--- config.mk ---
export PLATFORM = sky130hd
export DESIGN_NAME = iec104_apdu_point_parser_top
export DESIGN_NICKNAME = d
export VERILOG_FILES = /design/src/rtl/iap_pkg.sv /design/src/rtl/iap_parser.sv /design/src/rtl/iap_fifo.sv /design/src/rtl/iec104_apdu_point_parser_top.sv
export SDC_FILE = /design/constraint.sdc
export NUM_CORES = 1
export LEC_CHECK = 0
export BUFFER_PORTS_ARGS = -buffer_cell sky130_fd_sc_hd__buf_2
export CAP_MARGIN = 40
export CORE_UTILIZATION = 60
export DETAILED_ROUTE_END_ITERATION = 6
export GPL_TIMING_DRIVEN = 0
export PLACE_DENSITY_LB_ADDON = 0.15
export SLEW_MARGIN = 10
export SYNTH_ARGS = -nofsm -noshare
export SYNTH_HDL_FRONTEND = slang
export SYNTH_SLANG_ARGS = --single-unit
--- constraint.sdc ---
create_clock -name clk_i -period 7.95 [get_ports clk_i]
set_input_delay 2.385 -clock clk_i [delete_from_list [all_inputs] [get_ports clk_i]]
set_output_delay 2.385 -clock clk_i [all_outputs]
set_load 0.01 [all_outputs]
--- src/rtl/iap_pkg.sv ---
// Shared types and constants for the IEC 104 APDU point parser.
`timescale 1ns / 1ps
`default_nettype none

package iap_pkg;

  localparam logic [7:0] START_BYTE = 8'h68;
  localparam logic [7:0] LEN_MIN    = 8'd4;
  localparam logic [7:0] LEN_MAX    = 8'd253;
  localparam logic [7:0] LEN_ACK    = 8'd10;

  localparam logic [7:0] TYPE_SP    = 8'd1;
  localparam logic [7:0] TYPE_SP_TB = 8'd30;
  localparam logic [7:0] TYPE_NVA   = 8'd9;
  localparam logic [7:0] TYPE_FLT   = 8'd13;
  localparam logic [7:0] TYPE_CNT   = 8'd15;

  localparam logic [7:0] COT_SPONT  = 8'd3;
  localparam logic [7:0] COT_BACK   = 8'd2;
  localparam logic [7:0] COT_REQ    = 8'd5;
  localparam logic [7:0] COT_ACTTRM = 8'd10;

  localparam logic [15:0] STATION_RESET = 16'd1;

  localparam int FIFO_DEPTH = 4;
  localparam int FIFO_AW    = $clog2(FIFO_DEPTH);
  localparam int FIFO_CW    = $clog2(FIFO_DEPTH + 1);

  localparam int TDATA_W = 72;
  localparam int TUSER_W = 8;

  typedef enum logic [2:0] {
    KIND_SINGLE    = 3'd0,
    KIND_NORMAL    = 3'd1,
    KIND_FLOAT     = 3'd2,
    KIND_COUNTER   = 3'd3,
    KIND_U_FRAME   = 3'd4,
    KIND_S_FRAME   = 3'd5,
    KIND_ACK_DUE   = 3'd6,
    KIND_SYNC_LOST = 3'd7
  } iap_kind_e;

  typedef struct packed {
    iap_kind_e   kind;
    logic [23:0] object_address;
    logic [31:0] value;
    logic [14:0] receive_count;
    logic        last;
  } iap_result_t;

  typedef struct packed {
    logic [1:0]  count;
    iap_result_t first;
    iap_result_t second;
  } iap_push_t;

endpackage

`default_nettype wire

--- src/rtl/iap_parser.sv ---
// Byte-wise APDU parser: frame state, receive counter and result generation.
`timescale 1ns / 1ps
`default_nettype none

module iap_parser (
  input  wire logic               clk_i,
  input  wire logic               rst_ni,
  input  wire logic               cfg_we_i,
  input  wire logic [15:0]        cfg_wdata_i,
  input  wire logic               byte_valid_i,
  input  wire logic [7:0]         byte_i,
  output iap_pkg::iap_push_t      push_o
);
  import iap_pkg::*;

  typedef enum logic [2:0] {
    PH_HUNT,
    PH_LENGTH,
    PH_CONTROL,
    PH_HEADER,
    PH_OBJECTS,
    PH_SKIP
  } phase_e;

  phase_e      phase_q, phase_d;
  logic [15:0] station_q;
  logic [7:0]  frame_length_q, frame_length_d;
  logic [7:0]  byte_index_q, byte_index_d;
  logic [31:0] control_word_q, control_word_d;
  logic [7:0]  type_id_q, type_id_d;
  logic [6:0]  object_count_q, object_count_d;
  logic [7:0]  cause_q, cause_d;
  logic [15:0] common_q, common_d;
  logic [3:0]  object_byte_q, object_byte_d;
  logic [23:0] addr_q, addr_d;
  logic [31:0] value_q, value_d;
  logic [14:0] seq_q, seq_d;

  logic        prim_valid;
  iap_kind_e   prim_kind;
  logic [23:0] prim_addr;
  logic [31:0] prim_value;
  logic        ack_valid;
  logic [7:0]  hdr_idx;
  logic [1:0]  ctl_idx;
  logic        type_point;
  logic        decodable;
  logic [3:0]  last_ob;
  logic [6:0]  count_dec;
  iap_result_t prim_res, ack_res;

  always_comb begin
    phase_d        = phase_q;
    frame_length_d = frame_length_q;
    byte_index_d   = byte_index_q;
    control_word_d = control_word_q;
    type_id_d      = type_id_q;
    object_count_d = object_count_q;
    cause_d        = cause_q;
    common_d       = common_q;
    object_byte_d  = object_byte_q;
    addr_d         = addr_q;
    value_d        = value_q;
    seq_d          = seq_q;
    prim_valid     = 1'b0;
    prim_kind      = KIND_SINGLE;
    prim_addr      = '0;
    prim_value     = '0;
    ack_valid      = 1'b0;
    hdr_idx        = byte_index_q + 8'd1 - 8'd5;
    ctl_idx        = byte_index_q[1:0];
    type_point     = (type_id_q == TYPE_SP) || (type_id_q == TYPE_SP_TB) ||
                     (type_id_q == TYPE_NVA) || (type_id_q == TYPE_FLT);
    decodable      = 1'b0;
    count_dec      = object_count_q - 7'd1;
    case (type_id_q)
      TYPE_SP:    last_ob = 4'd3;
      TYPE_SP_TB: last_ob = 4'd10;
      TYPE_NVA:   last_ob = 4'd5;
      default:    last_ob = 4'd7;
    endcase

    if (byte_valid_i) begin
      case (phase_q)
        PH_HUNT: begin
          if (byte_i == START_BYTE) phase_d = PH_LENGTH;
        end
        PH_LENGTH: begin
          if (byte_i < LEN_MIN || byte_i > LEN_MAX) begin
            prim_valid = 1'b1;
            prim_kind  = KIND_SYNC_LOST;
            prim_value = {24'd0, byte_i};
            phase_d    = PH_HUNT;
          end else begin
            frame_length_d = byte_i;
            byte_index_d   = '0;
            control_word_d = '0;
            phase_d        = PH_CONTROL;
          end
        end
        default: begin
          byte_index_d = byte_index_q + 8'd1;
          case (phase_q)
            PH_CONTROL: begin
              case (ctl_idx)
                2'd0:    control_word_d = control_word_q | {24'd0, byte_i};
                2'd1:    control_word_d = control_word_q | {16'd0, byte_i, 8'd0};
                2'd2:    control_word_d = control_word_q | {8'd0, byte_i, 16'd0};
                default: control_word_d = control_word_q | {byte_i, 24'd0};
              endcase
              if (byte_index_d == 8'd4) begin
                if (control_word_d[1:0] == 2'b11) begin
                  prim_valid = 1'b1;
                  prim_kind  = KIND_U_FRAME;
                  prim_value = control_word_d;
                  phase_d    = PH_SKIP;
                end else if (control_word_d[1:0] == 2'b01) begin
                  prim_valid = 1'b1;
                  prim_kind  = KIND_S_FRAME;
                  prim_value = control_word_d;
                  phase_d    = PH_SKIP;
                end else begin
                  if (frame_length_q > LEN_MIN) seq_d = seq_q + 15'd1;
                  phase_d = PH_HEADER;
                end
              end
            end
            PH_HEADER: begin
              case (hdr_idx)
                8'd0: type_id_d = byte_i;
                8'd1: object_count_d = byte_i[6:0];
                8'd2: cause_d = byte_i;
                8'd4: common_d = {8'd0, byte_i};
                8'd5: begin
                  common_d      = {byte_i, common_q[7:0]};
                  object_byte_d = '0;
                  if (common_d == station_q) begin
                    if (cause_q == COT_SPONT) begin
                      decodable = type_point;
                    end else if (cause_q == COT_BACK || cause_q == COT_REQ ||
                                 cause_q == COT_ACTTRM) begin
                      decodable = type_point || (type_id_q == TYPE_CNT);
                    end
                  end
                  if (!decodable) object_count_d = '0;
                  phase_d = (object_count_d != 7'd0) ? PH_OBJECTS : PH_SKIP;
                end
                default: ;
              endcase
            end
            PH_OBJECTS: begin
              case (object_byte_q)
                4'd0: begin
                  addr_d  = {16'd0, byte_i};
                  value_d = '0;
                end
                4'd1: addr_d = addr_q | {8'd0, byte_i, 8'd0};
                4'd2: addr_d = addr_q | {byte_i, 16'd0};
                4'd3: value_d = value_q | {24'd0, byte_i};
                4'd4: value_d = value_q | {16'd0, byte_i, 8'd0};
                4'd5: value_d = value_q | {8'd0, byte_i, 16'd0};
                4'd6: value_d = value_q | {byte_i, 24'd0};
                default: ;
              endcase
              prim_addr = addr_d;
              if ((type_id_q == TYPE_SP || type_id_q == TYPE_SP_TB) &&
                  object_byte_q == 4'd3) begin
                prim_valid = 1'b1;
                prim_kind  = KIND_SINGLE;
                prim_value = {31'd0, value_d[0]};
              end else if (type_id_q == TYPE_NVA && object_byte_q == 4'd5) begin
                prim_valid = 1'b1;
                prim_kind  = KIND_NORMAL;
                prim_value = {16'd0, value_d[15:0]};
              end else if (type_id_q == TYPE_FLT && object_byte_q == 4'd7) begin
                prim_valid = 1'b1;
                prim_kind  = KIND_FLOAT;
                prim_value = value_d;
              end else if (type_id_q == TYPE_CNT && object_byte_q == 4'd7) begin
                prim_valid = 1'b1;
                prim_kind  = KIND_COUNTER;
                prim_value = value_d;
              end
              if (object_byte_q >= last_ob) begin
                object_byte_d  = '0;
                object_count_d = count_dec;
                if (count_dec == 7'd0) phase_d = PH_SKIP;
              end else begin
                object_byte_d = object_byte_q + 4'd1;
              end
            end
            default: ;
          endcase
          if (byte_index_d >= frame_length_q) begin
            if (!control_word_d[0] && frame_length_q >= LEN_ACK) ack_valid = 1'b1;
            phase_d = PH_HUNT;
          end
        end
      endcase
    end

    prim_res.kind           = prim_kind;
    prim_res.object_address = prim_addr;
    prim_res.value          = prim_value;
    prim_res.receive_count  = seq_d;
    prim_res.last           = !ack_valid;

    ack_res.kind            = KIND_ACK_DUE;
    ack_res.object_address  = '0;
    ack_res.value           = '0;
    ack_res.receive_count   = seq_d;
    ack_res.last            = 1'b1;

    push_o.second = ack_res;
    if (prim_valid) begin
      push_o.first = prim_res;
      push_o.count = ack_valid ? 2'd2 : 2'd1;
    end else begin
      push_o.first = ack_res;
      push_o.count = ack_valid ? 2'd1 : 2'd0;
    end
  end

  always_ff @(posedge clk_i or negedge rst_ni) begin
    if (!rst_ni) begin
      phase_q        <= PH_HUNT;
      station_q      <= STATION_RESET;
      frame_length_q <= '0;
      byte_index_q   <= '0;
      control_word_q <= '0;
      type_id_q      <= '0;
      object_count_q <= '0;
      cause_q        <= '0;
      common_q       <= '0;
      object_byte_q  <= '0;
      addr_q         <= '0;
      value_q        <= '0;
      seq_q          <= '0;
    end else begin
      if (cfg_we_i) station_q <= cfg_wdata_i;
      phase_q        <= phase_d;
      frame_length_q <= frame_length_d;
      byte_index_q   <= byte_index_d;
      control_word_q <= control_word_d;
      type_id_q      <= type_id_d;
      object_count_q <= object_count_d;
      cause_q        <= cause_d;
      common_q       <= common_d;
      object_byte_q  <= object_byte_d;
      addr_q         <= addr_d;
      value_q        <= value_d;
      seq_q          <= seq_d;
    end
  end

endmodule

`default_nettype wire

--- src/rtl/iap_fifo.sv ---
// Result queue: takes up to two results per cycle, hands out one per transaction.
`timescale 1ns / 1ps
`default_nettype none

module iap_fifo (
  input  wire logic               clk_i,
  input  wire logic               rst_ni,
  input  wire iap_pkg::iap_push_t push_i,
  output logic                    space_o,
  output logic                    valid_o,
  input  wire logic               ready_i,
  output iap_pkg::iap_result_t    data_o
);
  import iap_pkg::*;

  iap_result_t        entry_q [FIFO_DEPTH];
  logic [FIFO_AW-1:0] wr_ptr_q, wr_ptr_d, wr_ptr_inc;
  logic [FIFO_AW-1:0] rd_ptr_q, rd_ptr_d;
  logic [FIFO_CW-1:0] count_q, count_d;
  logic               pop;

  assign pop        = valid_o && ready_i;
  assign valid_o    = (count_q != '0);
  assign space_o    = (count_q <= FIFO_CW'(FIFO_DEPTH - 2));
  assign data_o     = entry_q[rd_ptr_q];
  assign wr_ptr_inc = wr_ptr_q + 1'b1;

  always_comb begin
    wr_ptr_d = wr_ptr_q + FIFO_AW'(push_i.count);
    rd_ptr_d = pop ? rd_ptr_q + 1'b1 : rd_ptr_q;
    count_d  = count_q + FIFO_CW'(push_i.count) - FIFO_CW'(pop);
  end

  always_ff @(posedge clk_i) begin
    if (push_i.count != 2'd0) entry_q[wr_ptr_q] <= push_i.first;
    if (push_i.count == 2'd2) entry_q[wr_ptr_inc] <= push_i.second;
  end

  always_ff @(posedge clk_i or negedge rst_ni) begin
    if (!rst_ni) begin
      wr_ptr_q <= '0;
      rd_ptr_q <= '0;
      count_q  <= '0;
    end else begin
      wr_ptr_q <= wr_ptr_d;
      rd_ptr_q <= rd_ptr_d;
      count_q  <= count_d;
    end
  end

endmodule

`default_nettype wire

--- src/rtl/iec104_apdu_point_parser_top.sv ---
// IEC 60870-5-104 APDU receiver and point decoder: top level.
//
// Link bytes enter on the s_axis channel, one per transaction. Each byte is
// parsed in the cycle it is taken: frame sync, control field class, receive
// counter and ASDU objects. A byte may cause up to two results (a point or a
// control report, then an acknowledge-due); they leave on the m_axis channel
// one per transaction, the result kind on tuser, tlast marking the final
// result of a byte.
// Results are registered in the result queue and offered on m_axis from its head.
// Throughput: one byte per cycle while the result queue has room for two;
// a byte causing two results costs the output side two transactions.
// cfg_we_i writes the station common address (reset value 1); write it only
// while no results are pending.
// Reset: parser hunts for the start byte, counter clears, queue empties.
// When the receiver stalls the four-entry result queue fills and s_axis_tready
// drops once fewer than two entries are free; results are held, none is lost.
`timescale 1ns / 1ps
`default_nettype none

module iec104_apdu_point_parser_top (
  input  wire logic                          clk_i,
  input  wire logic                          rst_ni,
  input  wire logic                          cfg_we_i,
  input  wire logic [15:0]                   cfg_wdata_i,
  input  wire logic                          s_axis_tvalid_i,
  output logic                               s_axis_tready_o,
  input  wire logic [7:0]                    s_axis_tdata_i,   // rx_byte
  output logic                               m_axis_tvalid_o,
  input  wire logic                          m_axis_tready_i,
  // object_address[23:0], value[55:24], receive_count[70:56], zeros
  output logic [iap_pkg::TDATA_W-1:0]        m_axis_tdata_o,
  // kind[2:0], zeros
  output logic [iap_pkg::TUSER_W-1:0]        m_axis_tuser_o,
  output logic                               m_axis_tlast_o
);
  import iap_pkg::*;

  iap_push_t   push;
  iap_result_t head;
  logic        space;
  logic        take;

  assign take            = s_axis_tvalid_i && space;
  assign s_axis_tready_o = space;

  iap_parser u_parser (
    .clk_i        (clk_i),
    .rst_ni       (rst_ni),
    .cfg_we_i     (cfg_we_i),
    .cfg_wdata_i  (cfg_wdata_i),
    .byte_valid_i (take),
    .byte_i       (s_axis_tdata_i),
    .push_o       (push)
  );

  iap_fifo u_fifo (
    .clk_i   (clk_i),
    .rst_ni  (rst_ni),
    .push_i  (push),
    .space_o (space),
    .valid_o (m_axis_tvalid_o),
    .ready_i (m_axis_tready_i),
    .data_o  (head)
  );

  assign m_axis_tdata_o = {1'b0, head.receive_count, head.value, head.object_address};
  assign m_axis_tuser_o = {5'd0, head.kind};
  assign m_axis_tlast_o = head.last;

endmodule

`default_nettype wire
==> impl_metrics.env <==
export IMPL_yosysTopAreaCellShare_pct=22.8
export IMPL_crit_path_top_delay_cell="inv_1"
export IMPL_viasPerCell=6.17
export IMPL_synth_area_per_cell_um2=10.4
export IMPL_vias=16700
export IMPL_antenna_cells=0
export IMPL_status="finished, final reports clean"
export IMPL_routabilityCongestion=0.934
export IMPL_first_global_vias=16600
export IMPL_drt_iter0_drc=1612
export IMPL_clock_sinks=480
export IMPL_finalSetupTns_ps=0
export IMPL_yosysUniqueCellTypes=80
export IMPL_r2r_slack_ps=2610
export IMPL_crit_reg2reg_launch="u_parser.byte_index_q[0]$_DFFE_PN0P_"
export IMPL_p_leak_nw=9.69
export IMPL_dr_pass1_iters=5
export IMPL_hold_violations=0
export IMPL_crit_cells=12
export IMPL_placed_area_mm2=0.0223
export IMPL_crit_start="s_axis_tdata_i[7]"
export IMPL_cts_tree="built"
export IMPL_slew_headroom_pct=37.5
export IMPL_cp_cell_sequence="buf_2 -> or3_1 -> or4_1 -> o21ai_0 -> a21oi_1 -> nor2_1 -> nand2_1 -> ha_1 -> or3_1 -> and2_1 -> clkbuf_1 -> inv_1"
export IMPL_cp_top_family="simple AND/OR/NAND/NOR gates"
export IMPL_design_area_mm2=0.0239
export IMPL_min_path_cells=2
export IMPL_die_h_um=190
export IMPL_cp_num_buf_inv=3
export IMPL_cp_slowest_stage_delay_ps=750
export IMPL_rsz0062_at_grt="false"
export IMPL_root_buffer="clkbuf_16"
export IMPL_ys_ff_latch=480
export IMPL_antenna_found_initial=0
export IMPL_yosysWarnings=0
export IMPL_crit_path_end="u_fifo.entry_q[2][5]$_DFFE_PP_"
export IMPL_reg2reg_to="u_fifo.entry_q[2][73]$_SDFFE_PP1P_"
export IMPL_grt_pass1_wl_um=91400
export IMPL_insertion_delay_ps=580
export IMPL_ys_flop_type="dfxtp_1"
export IMPL_setup_violations=0
export IMPL_drive_gt1_share_pct=15.6
export IMPL_dieArea_mm2=0.0359
export IMPL_cts_buffers=49
export IMPL_routed_wl_um=58000
export IMPL_post_route_min_period_ps=6050
export IMPL_netlist_area_mm2=0.0211
export IMPL_fin_crit_sh_pct=76.1
export IMPL_cp_common_cell="or3_1"
export IMPL_cts_resized=0
export IMPL_final_common_cell="nand2_1"
export IMPL_fmax_mhz=165
export IMPL_r2r_cells=16
export IMPL_cp_data_required_time_ps=8150
export IMPL_fin_skew_ps=21.0
export IMPL_cts_hold_fix_buffers=0
export IMPL_post_cts_setup_buffer_count=0
export IMPL_htreeDepth=2
export IMPL_grt_max_degree=114
export IMPL_drv_slew=0
export IMPL_worst_setup_path_end_kind="flip-flop"
export IMPL_startpoint_type="input port"
export IMPL_core_area_mm2=0.0345
export IMPL_globalRouteOverflowTotal=0
export IMPL_final_core_util_pct=69.1
export IMPL_final_antenna_net_count=0
export IMPL_synthTopCellsByArea="dfxtp_1 23%, dfrtp_1 21%, edfxtp_1 8.5%"
export IMPL_path_clk_slew_ps=60
export IMPL_p_per_area_mw_per_mm2=291
export IMPL_cap_violations=0
export IMPL_dp_cells=2613
export IMPL_synth_edff_count=60
export IMPL_worst_endpoint_arrival_ps=6250
export IMPL_synth_top_area_cell="dfxtp_1"
export IMPL_critPathMaxFanout=18
export IMPL_fp_dieW_um=190
export IMPL_stdcell_count=2703
export IMPL_synthCells=2038
export IMPL_worstHoldPathType="flip-flop to flip-flop"
export IMPL_final_cell_mix="298 x nand2_1, 240 x dfxtp_1, 235 x o21ai_0"
export IMPL_initial_core_util_pct=61.1
export IMPL_drc_errors=0
export IMPL_grtUsageTotal_pct=32.9
export IMPL_wl_per_cell_um=21.4
export IMPL_tightest_slew_ps=937
export IMPL_final_nets=2270
export IMPL_path_class="input port to flip-flop"
export IMPL_async_flop_share_pct=37.5
export IMPL_io_buffers=103
export IMPL_cts_path_max_buffers=3
export IMPL_yosysSeqAreaShare_pct=52.7
export IMPL_power_ir_vdd_worst_mv=0.250
export IMPL_hpwl_um=40300
export IMPL_io_pins=112
export IMPL_rows=68
export IMPL_syn_to_final_growth_pct=13.2
[worst min path at each step]
stage | start | endpoint
3_5_place_dp | u_fifo.entry_q[3][45]$_SDFFE_PP0P_ | u_fifo.entry_q[3][45]$_SDFFE_PP0P_
2_1_floorplan | u_fifo.entry_q[1][16]$_SDFFE_PP0P_ | u_fifo.entry_q[1][16]$_SDFFE_PP0P_
4_1_cts | u_fifo.entry_q[1][34]$_SDFFE_PP0P_ | u_fifo.entry_q[1][34]$_SDFFE_PP0P_
3_3_place_gp | u_fifo.entry_q[2][64]$_SDFFE_PP0P_ | u_fifo.entry_q[2][64]$_SDFFE_PP0P_
5_1_grt | u_fifo.entry_q[1][31]$_SDFFE_PP0P_ | u_fifo.entry_q[1][31]$_SDFFE_PP0P_
6_report | u_fifo.entry_q[1][69]$_SDFFE_PP0P_ | u_fifo.entry_q[1][69]$_SDFFE_PP0P_
[logic make-up after synthesis]
| kind of cell | count (synthesis) | synth area share, % |
|---|---|---|
| AOI/OAI and AO/OA | 545 | 16.3 |
| adders and majority gates | 32 | 1.93 |
| buffers and inverters | 205 | 3.90 |
| other | 1 | 0.0178 |
| muxes | 123 | 10.5 |
| DFF | 480 | 52.7 |
| and+or+nand+nor | 603 | 12.6 |
| xor gates and xnor gates | 49 | 2.03 |
[synth_stat cells (all sizes together) (5+ instances only)]
| library cell | instances |
|---|---|
| a21o | 10 |
| a21oi | 112 |
| a221o | 7 |
| a22o | 81 |
| a22oi | 21 |
| a31oi | 7 |
| and2 | 15 |
| and3 | 13 |
| buf | 34 |
| clkbuf | 117 |
| dfrtp | 179 |
| dfxtp | 240 |
| edfxtp | 60 |
| ha | 31 |
| inv | 52 |
| mux2 | 43 |
| mux2i | 5 |
| mux4 | 75 |
| nand2 | 298 |
| nand2b | 11 |
| nand3 | 24 |
| nand4 | 9 |
| nor2 | 170 |
| nor2b | 7 |
| nor3 | 10 |
| nor3b | 7 |
| nor4 | 7 |
| o21a | 5 |
| o21ai | 236 |
| o22a | 28 |
| or2 | 8 |
| or3 | 10 |
| xnor2 | 22 |
| xor2 | 27 |
[worst reg2reg max path, delay by kind of cell, from the launching register on]
| kind | cells | cell delay (ps) |
|---|---|---|
| AOI/OAI and AO/OA | 5 | 1450 |
| adders and majority gates | 2 | 490 |
| buffers and inverters | 3 | 1320 |
| xor gates and xnor gates | 1 | 190 |
| and+or+nand+nor | 5 | 1290 |
| DFF | 1 | 520 |
[cell type report]
cell class              count  area, µm²
inverters                  54        203
clock inverters            22        173
multi-input cells        1358       9180
repair buffers            115        658
well taps                 455        569
fillers                  2693      10700
clock buffers              68       1370
flip-flops and latches    480      11100
plain buffers             151        621
[power by group]
| group | total, mW | internal, mW | leakage (nW) | switching, mW |
|---|---|---|---|---|
| combinational | 1.87 | 0.758 | 4.05 | 1.11 |
| sequential | 2.85 | 2.70 | 4.89 | 0.155 |
| clock | 2.22 | 1.27 | 0.756 | 0.955 |
| total | 6.95 | 4.72 | 9.69 | 2.22 |
[stage by stage]
step | setup slack (ps) | power (mW) | hold WS, ps
floorplan | 2510 | 4.16 | 420
global route | 1820 | 7.25 | 475
finish | 1900 | 6.95 | 447
CTS | 2020 | 6.95 | 453
detailed placement | 1400 | 4.75 | 437
global placement | 1390 | 4.65 | 428
[per-layer routing]
layer | routed length [µm] | track usage (%) | share of wire, %
met5 | 0 | 0 | 0
met4 | 2220 | 13.4 | 3.8
met3 | 4930 | 5.89 | 8.5
met2 | 27700 | 54.0 | 48
met1 | 23100 | 43.1 | 40
[sequential cells by signal, indices dropped and copies added (netlist names)]
signal,count
u_parser.control_word_q,32
u_parser.seq_q,15
u_fifo.wr_ptr_q,2
u_parser.byte_index_q,8
u_fifo.entry_q,300
u_parser.common_q,8
u_fifo.count_q,3
u_parser.phase_q,3
u_parser.value_q,32
u_parser.station_q,16
u_parser.cause_q,8
u_fifo.rd_ptr_q,2
u_parser.object_count_q,7
u_parser.type_id_q,8
u_parser.object_byte_q,4
u_parser.frame_length_q,8
u_parser.addr_q,24
Note: power is estimated with default switching activity, not from simulation.
